<file path="config.mk">
export PLATFORM = sky130hd
export DESIGN_NAME = ac_rms_with_offset_tracking_unit
export DESIGN_NICKNAME = d
export VERILOG_FILES = /design/src/sv/arot_pkg.sv /design/src/sv/arot_queue.sv /design/src/sv/arot_front.sv /design/src/sv/arot_div.sv /design/src/sv/arot_back.sv /design/src/sv/ac_rms_with_offset_tracking_unit.sv
export SDC_FILE = /design/constraint.sdc
export NUM_CORES = 2
export LEC_CHECK = 0
export ABC_AREA = 1
export BUFFER_PORTS_ARGS = -buffer_cell sky130_fd_sc_hd__buf_2
export CORE_MARGIN = 2
export CORE_UTILIZATION = 59
export DETAILED_ROUTE_END_ITERATION = 7
export GPL_TIMING_DRIVEN = 0
export PLACE_DENSITY = 0.78
export SETUP_SLACK_MARGIN = 0.1
export SLEW_MARGIN = 30
export SYNTH_ARGS = -nofsm -noshare
export SYNTH_HDL_FRONTEND = slang
export SYNTH_SLANG_ARGS = --single-unit
</file>
<file path="constraint.sdc">
create_clock -name clk -period 6.5 [get_ports clk]
set_input_delay 0.65 -clock clk [delete_from_list [all_inputs] [get_ports clk]]
set_output_delay 0.65 -clock clk [all_outputs]
set_load 0.01 [all_outputs]
</file>
<file path="src/sv/arot_pkg.sv">
`timescale 1ns / 1ps
// ----------------------------------------------------------------------------
// arot_pkg: shared definitions of the ac rms meter
// Field widths, register map, reset values and parameter defaults.
// ----------------------------------------------------------------------------
package arot_pkg;

	// Parameter defaults.
	localparam int SAMPLE_BITS_DEF = 12;
	localparam int COUNT_BITS_DEF  = 16;
	localparam int QUEUE_DEPTH     = 2;

	// Field widths on the ports.
	localparam int ADC_CODE_W  = 12;
	localparam int RMS_VOLTS_W = 24;
	localparam int NEW_ZERO_W  = 20;
	localparam int S_TDATA_W   = 16;
	localparam int M_TDATA_W   = 48;

	// Configuration registers.
	localparam int WINDOW_W   = 16;
	localparam int GAIN_W     = 32;
	localparam int APB_DATA_W = 32;
	localparam int APB_ADDR_W = 3;

	localparam logic [WINDOW_W-1:0] WINDOW_RESET = 16'd1024;
	localparam logic [GAIN_W-1:0]   GAIN_RESET   = 32'd65536;

	localparam logic [RMS_VOLTS_W-1:0] RMS_MAX = {RMS_VOLTS_W{1'b1}};

	typedef enum logic {
		REG_WINDOW = 1'b0,
		REG_GAIN   = 1'b1
	} reg_idx_t;

endpackage

</file>
<file path="src/sv/arot_queue.sv">
`timescale 1ns / 1ps
// ----------------------------------------------------------------------------
// arot_queue: window summary queue
// A small register queue that carries closed window sums from the sample
// accumulator to the arithmetic sequencer.
// ----------------------------------------------------------------------------
module arot_queue #(
	parameter int WIDTH = 8,
	parameter int DEPTH = arot_pkg::QUEUE_DEPTH
) (
	input  logic             clk,
	input  logic             arst_n,
	input  logic             push,
	input  logic [WIDTH-1:0] wdata,
	output logic             full,
	input  logic             pop,
	output logic [WIDTH-1:0] rdata,
	output logic             empty
);

	localparam int PW = (DEPTH > 1) ? $clog2(DEPTH) : 1;
	localparam int CW = $clog2(DEPTH + 1);

	logic [WIDTH-1:0] entry_q [DEPTH];
	logic [PW-1:0]    wr_ptr_q;
	logic [PW-1:0]    rd_ptr_q;
	logic [CW-1:0]    count_q;

	assign full  = (count_q == CW'(DEPTH));
	assign empty = (count_q == '0);
	assign rdata = entry_q[rd_ptr_q];

	always_ff @(posedge clk) begin
		if (push) begin
			entry_q[wr_ptr_q] <= wdata;
		end
	end

	always_ff @(posedge clk or negedge arst_n) begin
		if (!arst_n) begin
			wr_ptr_q <= '0;
			rd_ptr_q <= '0;
			count_q  <= '0;
		end else begin
			if (push) begin
				wr_ptr_q <= (wr_ptr_q == PW'(DEPTH - 1)) ? '0 : wr_ptr_q + 1'b1;
			end
			if (pop) begin
				rd_ptr_q <= (rd_ptr_q == PW'(DEPTH - 1)) ? '0 : rd_ptr_q + 1'b1;
			end
			if (push && !pop) begin
				count_q <= count_q + 1'b1;
			end else if (pop && !push) begin
				count_q <= count_q - 1'b1;
			end
		end
	end

	assert property (@(posedge clk) disable iff (!arst_n) push |-> !full)
		else $error("queue written while full");
	assert property (@(posedge clk) disable iff (!arst_n) pop |-> !empty)
		else $error("queue read while empty");

endmodule

</file>
<file path="src/sv/arot_front.sv">
`timescale 1ns / 1ps
// ----------------------------------------------------------------------------
// arot_front: sample accumulator
// Squares each sample, sums samples and squares over a window and hands the
// closed window to the queue. The offset is applied later in the back end.
// ----------------------------------------------------------------------------
module arot_front #(
	parameter int SAMPLE_BITS = arot_pkg::SAMPLE_BITS_DEF,
	parameter int COUNT_BITS  = arot_pkg::COUNT_BITS_DEF,
	localparam int SW = SAMPLE_BITS + COUNT_BITS,
	localparam int QW = 2 * SAMPLE_BITS + COUNT_BITS,
	localparam int EW = QW + SW + COUNT_BITS
) (
	input  logic                          clk,
	input  logic                          arst_n,
	input  logic                          in_valid,
	output logic                          in_ready,
	input  logic [arot_pkg::ADC_CODE_W-1:0] adc_code,
	input  logic [arot_pkg::WINDOW_W-1:0] window_samples,
	output logic                          push,
	output logic [EW-1:0]                 push_data,
	input  logic                          queue_full
);

	localparam logic [31:0] COUNT_MAX = 32'((64'd1 << COUNT_BITS) - 1);

	logic                      valid_s1;
	logic [SAMPLE_BITS-1:0]    code_s1;
	logic [2*SAMPLE_BITS-1:0]  square_s1;

	logic [COUNT_BITS-1:0] count_q;
	logic [SW-1:0]         sum_q;
	logic [QW-1:0]         sumsq_q;

	logic [SAMPLE_BITS-1:0] code;
	logic [COUNT_BITS-1:0]  win_eff;
	logic [COUNT_BITS-1:0]  count_n;
	logic [SW-1:0]          sum_n;
	logic [QW-1:0]          sumsq_n;
	logic                   close;
	logic                   advance;

	assign code = SAMPLE_BITS'(adc_code);

	// A zero window acts as one sample; a long window is cut at the counter range.
	always_comb begin
		if (window_samples == '0) begin
			win_eff = COUNT_BITS'(1);
		end else if (32'(window_samples) > COUNT_MAX) begin
			win_eff = COUNT_BITS'(COUNT_MAX);
		end else begin
			win_eff = COUNT_BITS'(window_samples);
		end
	end

	assign count_n = count_q + 1'b1;
	assign sum_n   = sum_q + SW'(code_s1);
	assign sumsq_n = sumsq_q + QW'(square_s1);
	assign close   = (count_n >= win_eff);
	assign advance = valid_s1 && (!close || !queue_full);
	assign in_ready = !valid_s1 || advance;

	assign push      = valid_s1 && close && !queue_full;
	assign push_data = {sumsq_n, sum_n, count_n};

	always_ff @(posedge clk) begin
		if (in_valid && in_ready) begin
			code_s1   <= code;
			square_s1 <= code * code;
		end
	end

	always_ff @(posedge clk or negedge arst_n) begin
		if (!arst_n) begin
			valid_s1 <= 1'b0;
			count_q  <= '0;
			sum_q    <= '0;
			sumsq_q  <= '0;
		end else begin
			if (in_ready) begin
				valid_s1 <= in_valid;
			end
			if (advance) begin
				if (close) begin
					count_q <= '0;
					sum_q   <= '0;
					sumsq_q <= '0;
				end else begin
					count_q <= count_n;
					sum_q   <= sum_n;
					sumsq_q <= sumsq_n;
				end
			end
		end
	end

endmodule

</file>
<file path="src/sv/arot_div.sv">
`timescale 1ns / 1ps
// ----------------------------------------------------------------------------
// arot_div: iterative unsigned divider
// Restoring division, one quotient bit per cycle, shared by the mean and the
// mean square of each window.
// ----------------------------------------------------------------------------
module arot_div #(
	parameter int DW = 56,
	parameter int VW = 16
) (
	input  logic          clk,
	input  logic          arst_n,
	input  logic          start,
	input  logic [DW-1:0] dividend,
	input  logic [VW-1:0] divisor,
	output logic          done,
	output logic [DW-1:0] quotient
);

	localparam int CW = $clog2(DW + 1);

	logic [DW-1:0] quo_q;
	logic [VW-1:0] rem_q;
	logic [VW-1:0] div_q;
	logic [CW-1:0] cnt_q;
	logic          busy_q;
	logic          done_q;

	logic [VW:0] rem_sh;
	logic        ge;
	logic [VW:0] rem_n;

	assign rem_sh = {rem_q, quo_q[DW-1]};
	assign ge     = (rem_sh >= {1'b0, div_q});
	assign rem_n  = ge ? rem_sh - {1'b0, div_q} : rem_sh;

	assign done     = done_q;
	assign quotient = quo_q;

	always_ff @(posedge clk) begin
		if (start) begin
			quo_q <= dividend;
			rem_q <= '0;
			div_q <= divisor;
		end else if (busy_q) begin
			// The remainder stays below the divisor, so its top bit is clear.
			quo_q <= {quo_q[DW-2:0], ge};
			rem_q <= rem_n[VW-1:0];
		end
	end

	always_ff @(posedge clk or negedge arst_n) begin
		if (!arst_n) begin
			busy_q <= 1'b0;
			done_q <= 1'b0;
			cnt_q  <= '0;
		end else begin
			done_q <= 1'b0;
			if (start) begin
				busy_q <= 1'b1;
				cnt_q  <= CW'(DW);
			end else if (busy_q) begin
				cnt_q <= cnt_q - 1'b1;
				if (cnt_q == CW'(1)) begin
					busy_q <= 1'b0;
					done_q <= 1'b1;
				end
			end
		end
	end

endmodule

</file>
<file path="src/sv/arot_back.sv">
`timescale 1ns / 1ps
// ----------------------------------------------------------------------------
// arot_back: window arithmetic sequencer
// Takes closed windows from the queue, applies the stored offset, divides,
// takes the square root, scales by the gain and loads the result register.
// ----------------------------------------------------------------------------
module arot_back #(
	parameter int SAMPLE_BITS = arot_pkg::SAMPLE_BITS_DEF,
	parameter int COUNT_BITS  = arot_pkg::COUNT_BITS_DEF,
	localparam int SW = SAMPLE_BITS + COUNT_BITS,
	localparam int QW = 2 * SAMPLE_BITS + COUNT_BITS,
	localparam int EW = QW + SW + COUNT_BITS
) (
	input  logic                              clk,
	input  logic                              arst_n,
	input  logic                              queue_empty,
	input  logic [EW-1:0]                     queue_data,
	output logic                              pop,
	input  logic [arot_pkg::GAIN_W-1:0]       output_gain,
	output logic                              out_valid,
	input  logic                              out_ready,
	output logic [arot_pkg::RMS_VOLTS_W-1:0]  rms_volts,
	output logic [arot_pkg::NEW_ZERO_W-1:0]   new_zero
);

	localparam int ZW  = SAMPLE_BITS + 8;
	localparam int SQW = 2 * ZW + COUNT_BITS;
	localparam int PW  = ZW + arot_pkg::GAIN_W;
	localparam int CW  = $clog2(ZW + 1);

	typedef enum logic [9:0] {
		ST_IDLE  = 10'b0000000001,
		ST_MEAN  = 10'b0000000010,
		ST_PROD  = 10'b0000000100,
		ST_TERM  = 10'b0000001000,
		ST_MULT  = 10'b0000010000,
		ST_SUM   = 10'b0000100000,
		ST_MSQ   = 10'b0001000000,
		ST_SQRT  = 10'b0010000000,
		ST_SCALE = 10'b0100000000,
		ST_ROUND = 10'b1000000000
	} state_t;

	state_t state_q;
	logic   calibrated_q;
	logic [ZW-1:0] z_q;

	logic [COUNT_BITS-1:0] n_q;
	logic [SW-1:0]         sum_q;
	logic [QW-1:0]         sumsq_q;
	logic [ZW-1:0]         mean_q;
	logic [COUNT_BITS+ZW-1:0] nz_q;

	logic [SQW-1:0] mcand_q;
	logic [ZW-1:0]  mplier_q;
	logic [SQW-1:0] acc_q;
	logic [CW-1:0]  cnt_q;

	logic [2*ZW-1:0] rad_q;
	logic [ZW+1:0]   rem_q;
	logic [ZW-1:0]   root_q;
	logic [PW-1:0]   prod_q;

	logic                            out_valid_q;
	logic [arot_pkg::RMS_VOLTS_W-1:0] rms_q;
	logic [arot_pkg::NEW_ZERO_W-1:0]  zero_q;

	logic [COUNT_BITS-1:0] in_n;
	logic [SW-1:0]         in_sum;
	logic [QW-1:0]         in_sumsq;

	logic            div_start;
	logic [SQW-1:0]  div_dividend;
	logic [COUNT_BITS-1:0] div_divisor;
	logic            div_done;
	logic [SQW-1:0]  div_quotient;

	logic [SQW-1:0] sqsum;
	logic [ZW+1:0]  rem_sh;
	logic [ZW+1:0]  trial;
	logic           fits;
	logic [PW-1:0]  rounded;
	logic [PW-17:0] volts_full;
	logic [arot_pkg::RMS_VOLTS_W-1:0] volts;
	logic           out_load;

	assign {in_sumsq, in_sum, in_n} = queue_data;

	assign pop = (state_q == ST_IDLE) && !queue_empty;

	// Sum of squared deviations: 2^16*Q - 2^9*z*S + n*z^2 = 2^16*Q + z*(n*z - 2^9*S).
	// The partial terms run modulo 2^SQW; the true value always fits.
	assign sqsum = (SQW'(sumsq_q) << 16) + acc_q;

	always_comb begin
		div_start   = 1'b0;
		div_dividend = sqsum;
		div_divisor = n_q;
		if (pop) begin
			div_start    = 1'b1;
			div_dividend = (SQW'(in_sum) << 8) + SQW'(in_n >> 1);
			div_divisor  = in_n;
		end else if (state_q == ST_SUM) begin
			div_start = 1'b1;
		end
	end

	arot_div #(
		.DW(SQW),
		.VW(COUNT_BITS)
	) u_div (
		.clk      (clk),
		.arst_n   (arst_n),
		.start    (div_start),
		.dividend (div_dividend),
		.divisor  (div_divisor),
		.done     (div_done),
		.quotient (div_quotient)
	);

	// Square root, two radicand bits per step.
	assign rem_sh = {rem_q[ZW-1:0], rad_q[2*ZW-1 -: 2]};
	assign trial  = {root_q, 2'b01};
	assign fits   = (rem_sh >= trial);

	assign rounded    = prod_q + PW'(32768);
	assign volts_full = rounded[PW-1:16];
	assign volts      = (volts_full > (PW-16)'(arot_pkg::RMS_MAX)) ?
		arot_pkg::RMS_MAX : arot_pkg::RMS_VOLTS_W'(volts_full);

	assign out_load = (state_q == ST_ROUND) && (!out_valid_q || out_ready);

	assign out_valid = out_valid_q;
	assign rms_volts = rms_q;
	assign new_zero  = zero_q;

	always_ff @(posedge clk) begin
		if (pop) begin
			n_q     <= in_n;
			sum_q   <= in_sum;
			sumsq_q <= in_sumsq;
		end
		if (state_q == ST_MEAN && div_done) begin
			mean_q <= ZW'(div_quotient);
		end
		if (state_q == ST_PROD) begin
			nz_q <= n_q * z_q;
		end
		if (state_q == ST_TERM) begin
			mcand_q  <= SQW'(nz_q) - (SQW'(sum_q) << 9);
			mplier_q <= z_q;
			acc_q    <= '0;
		end
		if (state_q == ST_MULT) begin
			if (mplier_q[0]) begin
				acc_q <= acc_q + mcand_q;
			end
			mcand_q  <= mcand_q << 1;
			mplier_q <= mplier_q >> 1;
		end
		if (state_q == ST_MSQ && div_done) begin
			rad_q  <= (2*ZW)'(div_quotient);
			rem_q  <= '0;
			root_q <= '0;
		end
		if (state_q == ST_SQRT) begin
			rad_q <= rad_q << 2;
			if (fits) begin
				rem_q  <= rem_sh - trial;
				root_q <= {root_q[ZW-2:0], 1'b1};
			end else begin
				rem_q  <= rem_sh;
				root_q <= {root_q[ZW-2:0], 1'b0};
			end
		end
		if (state_q == ST_SCALE) begin
			prod_q <= root_q * output_gain;
		end
		if (out_load) begin
			rms_q  <= volts;
			zero_q <= arot_pkg::NEW_ZERO_W'(mean_q);
		end
	end

	always_ff @(posedge clk or negedge arst_n) begin
		if (!arst_n) begin
			state_q      <= ST_IDLE;
			calibrated_q <= 1'b0;
			z_q          <= '0;
			cnt_q        <= '0;
			out_valid_q  <= 1'b0;
		end else begin
			if (out_load) begin
				out_valid_q <= 1'b1;
			end else if (out_ready) begin
				out_valid_q <= 1'b0;
			end
			unique case (state_q)
				ST_IDLE: begin
					if (pop) begin
						state_q <= ST_MEAN;
					end
				end
				ST_MEAN: begin
					if (div_done) begin
						if (calibrated_q) begin
							state_q <= ST_PROD;
						end else begin
							// The first window only sets the offset.
							z_q          <= ZW'(div_quotient);
							calibrated_q <= 1'b1;
							state_q      <= ST_IDLE;
						end
					end
				end
				ST_PROD: begin
					state_q <= ST_TERM;
				end
				ST_TERM: begin
					cnt_q   <= CW'(ZW);
					state_q <= ST_MULT;
				end
				ST_MULT: begin
					cnt_q <= cnt_q - 1'b1;
					if (cnt_q == CW'(1)) begin
						state_q <= ST_SUM;
					end
				end
				ST_SUM: begin
					state_q <= ST_MSQ;
				end
				ST_MSQ: begin
					if (div_done) begin
						cnt_q   <= CW'(ZW);
						state_q <= ST_SQRT;
					end
				end
				ST_SQRT: begin
					cnt_q <= cnt_q - 1'b1;
					if (cnt_q == CW'(1)) begin
						state_q <= ST_SCALE;
					end
				end
				ST_SCALE: begin
					state_q <= ST_ROUND;
				end
				ST_ROUND: begin
					if (out_load) begin
						z_q     <= mean_q;
						state_q <= ST_IDLE;
					end
				end
				default: begin
					state_q <= ST_IDLE;
				end
			endcase
		end
	end

	assert property (@(posedge clk) disable iff (!arst_n)
		div_done |-> (state_q == ST_MEAN || state_q == ST_MSQ))
		else $error("divider finished outside a wait state");
	assert property (@(posedge clk) disable iff (!arst_n)
		out_load |-> calibrated_q)
		else $error("result produced before calibration");
	assert property (@(posedge clk) disable iff (!arst_n)
		(out_valid_q && !out_ready) |-> !out_load)
		else $error("result register overwritten while still held");
	assert property (@(posedge clk) disable iff (!arst_n)
		pop |=> (state_q == ST_MEAN))
		else $error("window taken without starting the mean");

endmodule

</file>
<file path="src/sv/ac_rms_with_offset_tracking_unit.sv">
`timescale 1ns / 1ps
// ----------------------------------------------------------------------------
// ac_rms_with_offset_tracking_unit: true rms meter with offset tracking
// Cuts the sample stream into windows, removes the tracked zero offset and
// reports the scaled rms value and new offset for each window but the first.
// ----------------------------------------------------------------------------
//
// Channel   Direction  Transfer                        Content
// s_*       in         s_tvalid & s_tready             tdata[11:0] adc_code
// m_*       out        m_tvalid & m_tready             tdata[23:0] rms_volts,
//                                                      tdata[43:24] new_zero
// APB       in         psel & penable & pwrite         0x0 window_samples,
//                                                      0x4 output_gain
//
// Samples are taken at one per cycle unless the input stalls; the square is
// registered, then summed. The back end takes one closed window at a time
// through the shared bit-serial divider (mean), the serial offset multiply,
// the divider again (mean square) and the square root, with ZW set to
// SAMPLE_BITS + 8, SQW to 2*ZW + COUNT_BITS. Two closed windows can wait in
// the queue; when it is full the input stalls. Reset needs no clearing pass.
// ----------------------------------------------------------------------------
module ac_rms_with_offset_tracking_unit #(
	parameter int SAMPLE_BITS = arot_pkg::SAMPLE_BITS_DEF,
	parameter int COUNT_BITS  = arot_pkg::COUNT_BITS_DEF
) (
	input  logic                            clk,
	input  logic                            arst_n,
	input  logic                            s_tvalid,
	output logic                            s_tready,
	// tdata fields from bit 0: adc_code[11:0], zero pad[15:12]
	input  logic [arot_pkg::S_TDATA_W-1:0]  s_tdata,
	output logic                            m_tvalid,
	input  logic                            m_tready,
	// tdata fields from bit 0: rms_volts[23:0], new_zero[43:24], zero pad[47:44]
	output logic [arot_pkg::M_TDATA_W-1:0]  m_tdata,
	input  logic                            psel,
	input  logic                            penable,
	input  logic                            pwrite,
	input  logic [arot_pkg::APB_ADDR_W-1:0] paddr,
	input  logic [arot_pkg::APB_DATA_W-1:0] pwdata,
	output logic [arot_pkg::APB_DATA_W-1:0] prdata,
	output logic                            pready
);

	localparam int SW = SAMPLE_BITS + COUNT_BITS;
	localparam int QW = 2 * SAMPLE_BITS + COUNT_BITS;
	localparam int EW = QW + SW + COUNT_BITS;

	logic [arot_pkg::WINDOW_W-1:0] window_q;
	logic [arot_pkg::GAIN_W-1:0]   gain_q;
	arot_pkg::reg_idx_t            reg_idx;
	logic                          cfg_write;

	logic          push;
	logic          pop;
	logic          queue_full;
	logic          queue_empty;
	logic [EW-1:0] push_data;
	logic [EW-1:0] queue_data;

	logic [arot_pkg::RMS_VOLTS_W-1:0] rms_volts;
	logic [arot_pkg::NEW_ZERO_W-1:0]  new_zero;

	assign pready    = 1'b1;
	assign reg_idx   = arot_pkg::reg_idx_t'(paddr[2]);
	assign cfg_write = psel && penable && pwrite && pready;

	always_ff @(posedge clk or negedge arst_n) begin
		if (!arst_n) begin
			window_q <= arot_pkg::WINDOW_RESET;
			gain_q   <= arot_pkg::GAIN_RESET;
		end else if (cfg_write) begin
			unique case (reg_idx)
				arot_pkg::REG_WINDOW: window_q <= pwdata[arot_pkg::WINDOW_W-1:0];
				arot_pkg::REG_GAIN:   gain_q   <= pwdata[arot_pkg::GAIN_W-1:0];
				default: begin
				end
			endcase
		end
	end

	always_comb begin
		unique case (reg_idx)
			arot_pkg::REG_WINDOW: prdata = arot_pkg::APB_DATA_W'(window_q);
			arot_pkg::REG_GAIN:   prdata = arot_pkg::APB_DATA_W'(gain_q);
			default:              prdata = '0;
		endcase
	end

	arot_front #(
		.SAMPLE_BITS(SAMPLE_BITS),
		.COUNT_BITS (COUNT_BITS)
	) u_front (
		.clk            (clk),
		.arst_n         (arst_n),
		.in_valid       (s_tvalid),
		.in_ready       (s_tready),
		.adc_code       (s_tdata[arot_pkg::ADC_CODE_W-1:0]),
		.window_samples (window_q),
		.push           (push),
		.push_data      (push_data),
		.queue_full     (queue_full)
	);

	arot_queue #(
		.WIDTH(EW),
		.DEPTH(arot_pkg::QUEUE_DEPTH)
	) u_queue (
		.clk    (clk),
		.arst_n (arst_n),
		.push   (push),
		.wdata  (push_data),
		.full   (queue_full),
		.pop    (pop),
		.rdata  (queue_data),
		.empty  (queue_empty)
	);

	arot_back #(
		.SAMPLE_BITS(SAMPLE_BITS),
		.COUNT_BITS (COUNT_BITS)
	) u_back (
		.clk         (clk),
		.arst_n      (arst_n),
		.queue_empty (queue_empty),
		.queue_data  (queue_data),
		.pop         (pop),
		.output_gain (gain_q),
		.out_valid   (m_tvalid),
		.out_ready   (m_tready),
		.rms_volts   (rms_volts),
		.new_zero    (new_zero)
	);

	assign m_tdata = {4'b0000, new_zero, rms_volts};

endmodule
</file>
==> reports/metrics.yaml <==
yosysSeqAreaShare_pct: 29.17
drtIter0Drc: 7218
pwr-share-seq_pct: 17.3
grt_first_pass_wirelength_um: 427800
rows: 140
placed_cells: 13040
insertion_delay_ns: 0.77
hold_viol: 0
grt_max_degree: 72
grt_util_all_layers_pct: 37.21
place_congestion: 1.010
cts_root_buf: "clkbuf_16"
yosys_warnings: 0
required_ns: 7.00
final_nets: 12760
grtUsageMet3_pct: 6.483
slew_headroom_pct: 23.69
ys_types: 67
vias: 74950
diodes: 0
fin_crit_ns: 6.425
postLayoutCellArea_sq_mm: 0.09663
yosys_most_used_dff: "edfxtp_1"
clkTransAtPathRegs_ns: 0.06
r2r-start: "gain_q[23]"
routedWlPerCell_um: 21.14
worst_slew_pin_slew_ns: 1.133
cp.arrival_ns: 6.93
hold_class: "in2reg"
combinationalPowerShare_pct: 72.0
synth_area_leaders: "edfxtp_1 (22%), fa_1 (20%), nand2_1 (14%), inv_1 (9.7%), ha_1 (7.9%)"
setup_slack_ns: 0.07469
dp_hpwl_um: 225000
worstHoldEndpoint: "gain_q[22]"
overflow: 0
ios: 141
power.total_mw: 55.61
grt_pass1_vias: 74320
max_stage_delay_ns: 0.63
io_buffers: 129
switching_share_pct: 53.77
ir_worst_vdd_v: 0.002026
hold_path_depth: 2
layout-drive-gt1-share_pct: 9.058
netlist_area_sq_mm: 0.08690
failed_checks: "DRC"
die_h_um: 387.8
setup_viol: 0
grt.busiest_layer: "met2"
async_reset_ff_share_pct: 20.11
p_sw_mw: 29.90
startpoint_type: "flop"
p_per_area_mw_per_mm2: 575.5
antenna_found_initial: 5
rsz0062_at_grt: "true"
max_freq_mhz: 155.6
worst_r2r_endpoint: "u_back.prod_q[42]"
synth_top_area_share_pct: 21.80
dieArea_sq_mm: 0.1504
area_delta_synth_final_pct: 11.20
r2r_setup_slack_ns: 0.07
ys_ff_latch: 905
cp_common_cell: "inv_2"
syn_avg_cell_area_sq_um: 7.922
reg2regPathDepth: 24
firstDrtPassIters: 8
slew_violations: 0
cts_buffers: 97
period_share_pct: 98.85
start_util_pct: 59.55
core-area_sq_mm: 0.1459
final_antenna_net_count: 0
clkPwrFrac_pct: 10.7
path_class: "reg2reg"
path_cells: "buf_8 -> nand2_2 -> fa_1 -> inv_2 -> fa_1 -> inv_2 -> fa_1 -> inv_2 -> fa_1 -> fa_2 -> fa_2 -> inv_2 -> fa_1 -> inv_2 -> ha_4 -> nand2_2 -> nor2_4 -> inv_1 -> nor2_1 -> inv_2 -> nor2_2 -> nand4_1 -> nand3_1 -> nand2_1"
grt_use_met1_pct: 50.95
cts_sinks: 905
synth_edf_count: 631
syn_inst: 10970
clock_skew_ns: 0.03900
synth_common_cells: "nand2_1 (3277), inv_1 (2240), fa_1 (869), edfxtp_1 (631), nor2_1 (584)"
slowest_stage: "fa_2"
tritoncts: "built"
p_int_mw: 25.71
drt-total-wl_um: 280700
synth_area_leader_cell: "edfxtp_1"
die_w_um: 387.8
maxCapViolCount: 0
clockBufferDepth: 3
hold_start: "pwdata[22]"
grt_util_met2_pct: 58.13
fin_cells: 13280
viasPerCell: 5.645
endpoint_kind: "flop"
htree_num_levels: 3
drc_errors: 1
leakage_nw: 49.76
synth_most_common_cell: "nand2_1"
outcome: "finished with violations"
dpl_worst_slack_ns: -1.436
critPathMaxFanout: 8
postPlaceCellArea_sq_mm: 0.09041
[flip-flops by register name, indices dropped and copies added, names as in the netlist, 37 cells and up]
register,count
u_back.acc_q,56
u_back.mcand_q,56
u_back.prod_q,37
u_back.rad_q,40
u_back.sumsq_q,40
u_back.u_div.quotient,56
u_front.sumsq_q,40
u_queue.entry_q,168
[power groups by stage]
stage	Clock [mW]	Combinational (mW)	Sequential, mW
6_report	5.96	40.0	9.62
5_1_grt	6.20	44.0	9.65
4_1_cts	5.99	39.3	9.47
3_5_place_dp	0	38.7	9.44
3_3_place_gp	0	38.4	9.45
2_1_floorplan	0	27.8	9.32
[how the worst max path moves through the flow]
| stage | start | depth (start not counted) | slack [ns] | endpoint |
|---|---|---|---|---|
| floorplan | u_back.root_q[5] | 26 | 0.25 | u_back.prod_q[41] |
| global placement | u_front.count_q[0] | 13 | -2.06 | u_queue.entry_q[1][75] |
| detailed placement | u_back.root_q[10] | 27 | -1.44 | u_back.prod_q[39] |
| CTS | u_back.root_q[8] | 27 | 0.07 | u_back.prod_q[39] |
| global route | u_back.root_q[10] | 24 | -0.10 | u_back.prod_q[42] |
| finish | gain_q[23] | 24 | 0.07 | u_back.prod_q[42] |
[layout by cell type (no fill, tap or decap), drive strengths merged, types with 110 or more instances in the layout]
| master | n |
|---|---|
| nand2 | 3298 |
| inv | 2267 |
| fa | 869 |
| edfxtp | 631 |
| nor2 | 612 |
| ha | 552 |
| nand3 | 484 |
| o21ai | 468 |
| a21oi | 421 |
| buf | 381 |
| clkbuf | 327 |
| dfrtp | 179 |
| xor2 | 144 |
| nor3 | 114 |
| nand4 | 110 |
[critical path, delay by kind of cell, from the launching register on]
kind	cells	cell delay [ns]
adders and majority gates	8	4.13
DFF	1	0.47
and+or+nand+nor	8	0.98
buffers and inverters	8	0.57
[routing by layer]
metal | routed length (um) | up-vias
met5 | 28 | -
met4 | 14350 | 4
met3 | 27960 | 728
met2 | 124900 | 3662
met1 | 113500 | 36070
li1 | - | 34490
[area by class of cell]
| cell class | instances | area (sq um) |
|---|---|---|
| Buffer | 328 | 2216 |
| Fill cell | 12220 | 49280 |
| Sequential cell | 905 | 25370 |
| Clock inverter | 46 | 670.6 |
| Tap cell | 1917 | 2399 |
| Clock buffer | 133 | 2725 |
| Multi-Input combinational cell | 7441 | 52780 |
| Inverter | 2259 | 8499 |
| Timing Repair Buffer | 248 | 1976 |
[what timing repair did]
item,4_1_cts,5_1_grt
hold endpoints to repair,46,0
buffers inserted,65,32
gates cloned,1,2
endpoints found under the setup margin,57,55
hold buffers,1,0
pin swaps,69,92
gates resized for setup,395,370
[stage by stage]
stage               setup TNS [ns]  utilization (%)  hold slack (ns)
floorplan                        0                -           0.3544
global placement           -205.46            61.65           0.4353
detailed placement          -34.47            61.96           0.4346
CTS                              0            65.42          0.07360
global route               -0.5773            66.23           0.1222
finish                           0            66.23           0.1176
[cells by family after synthesis]
kind of cell | after synthesis | share of synthesized area [%]
AOI/OAI and AO/OA | 1054 | 6.610
xor gates and xnor gates | 234 | 2.358
adders and majority gates | 1421 | 27.97
buffers and inverters | 2627 | 11.51
DFF | 905 | 29.17
muxes | 18 | 0.2318
other | 2 | 0.008642
and+or+nand+nor | 4709 | 22.14
(Power assumes the default switching activity.)
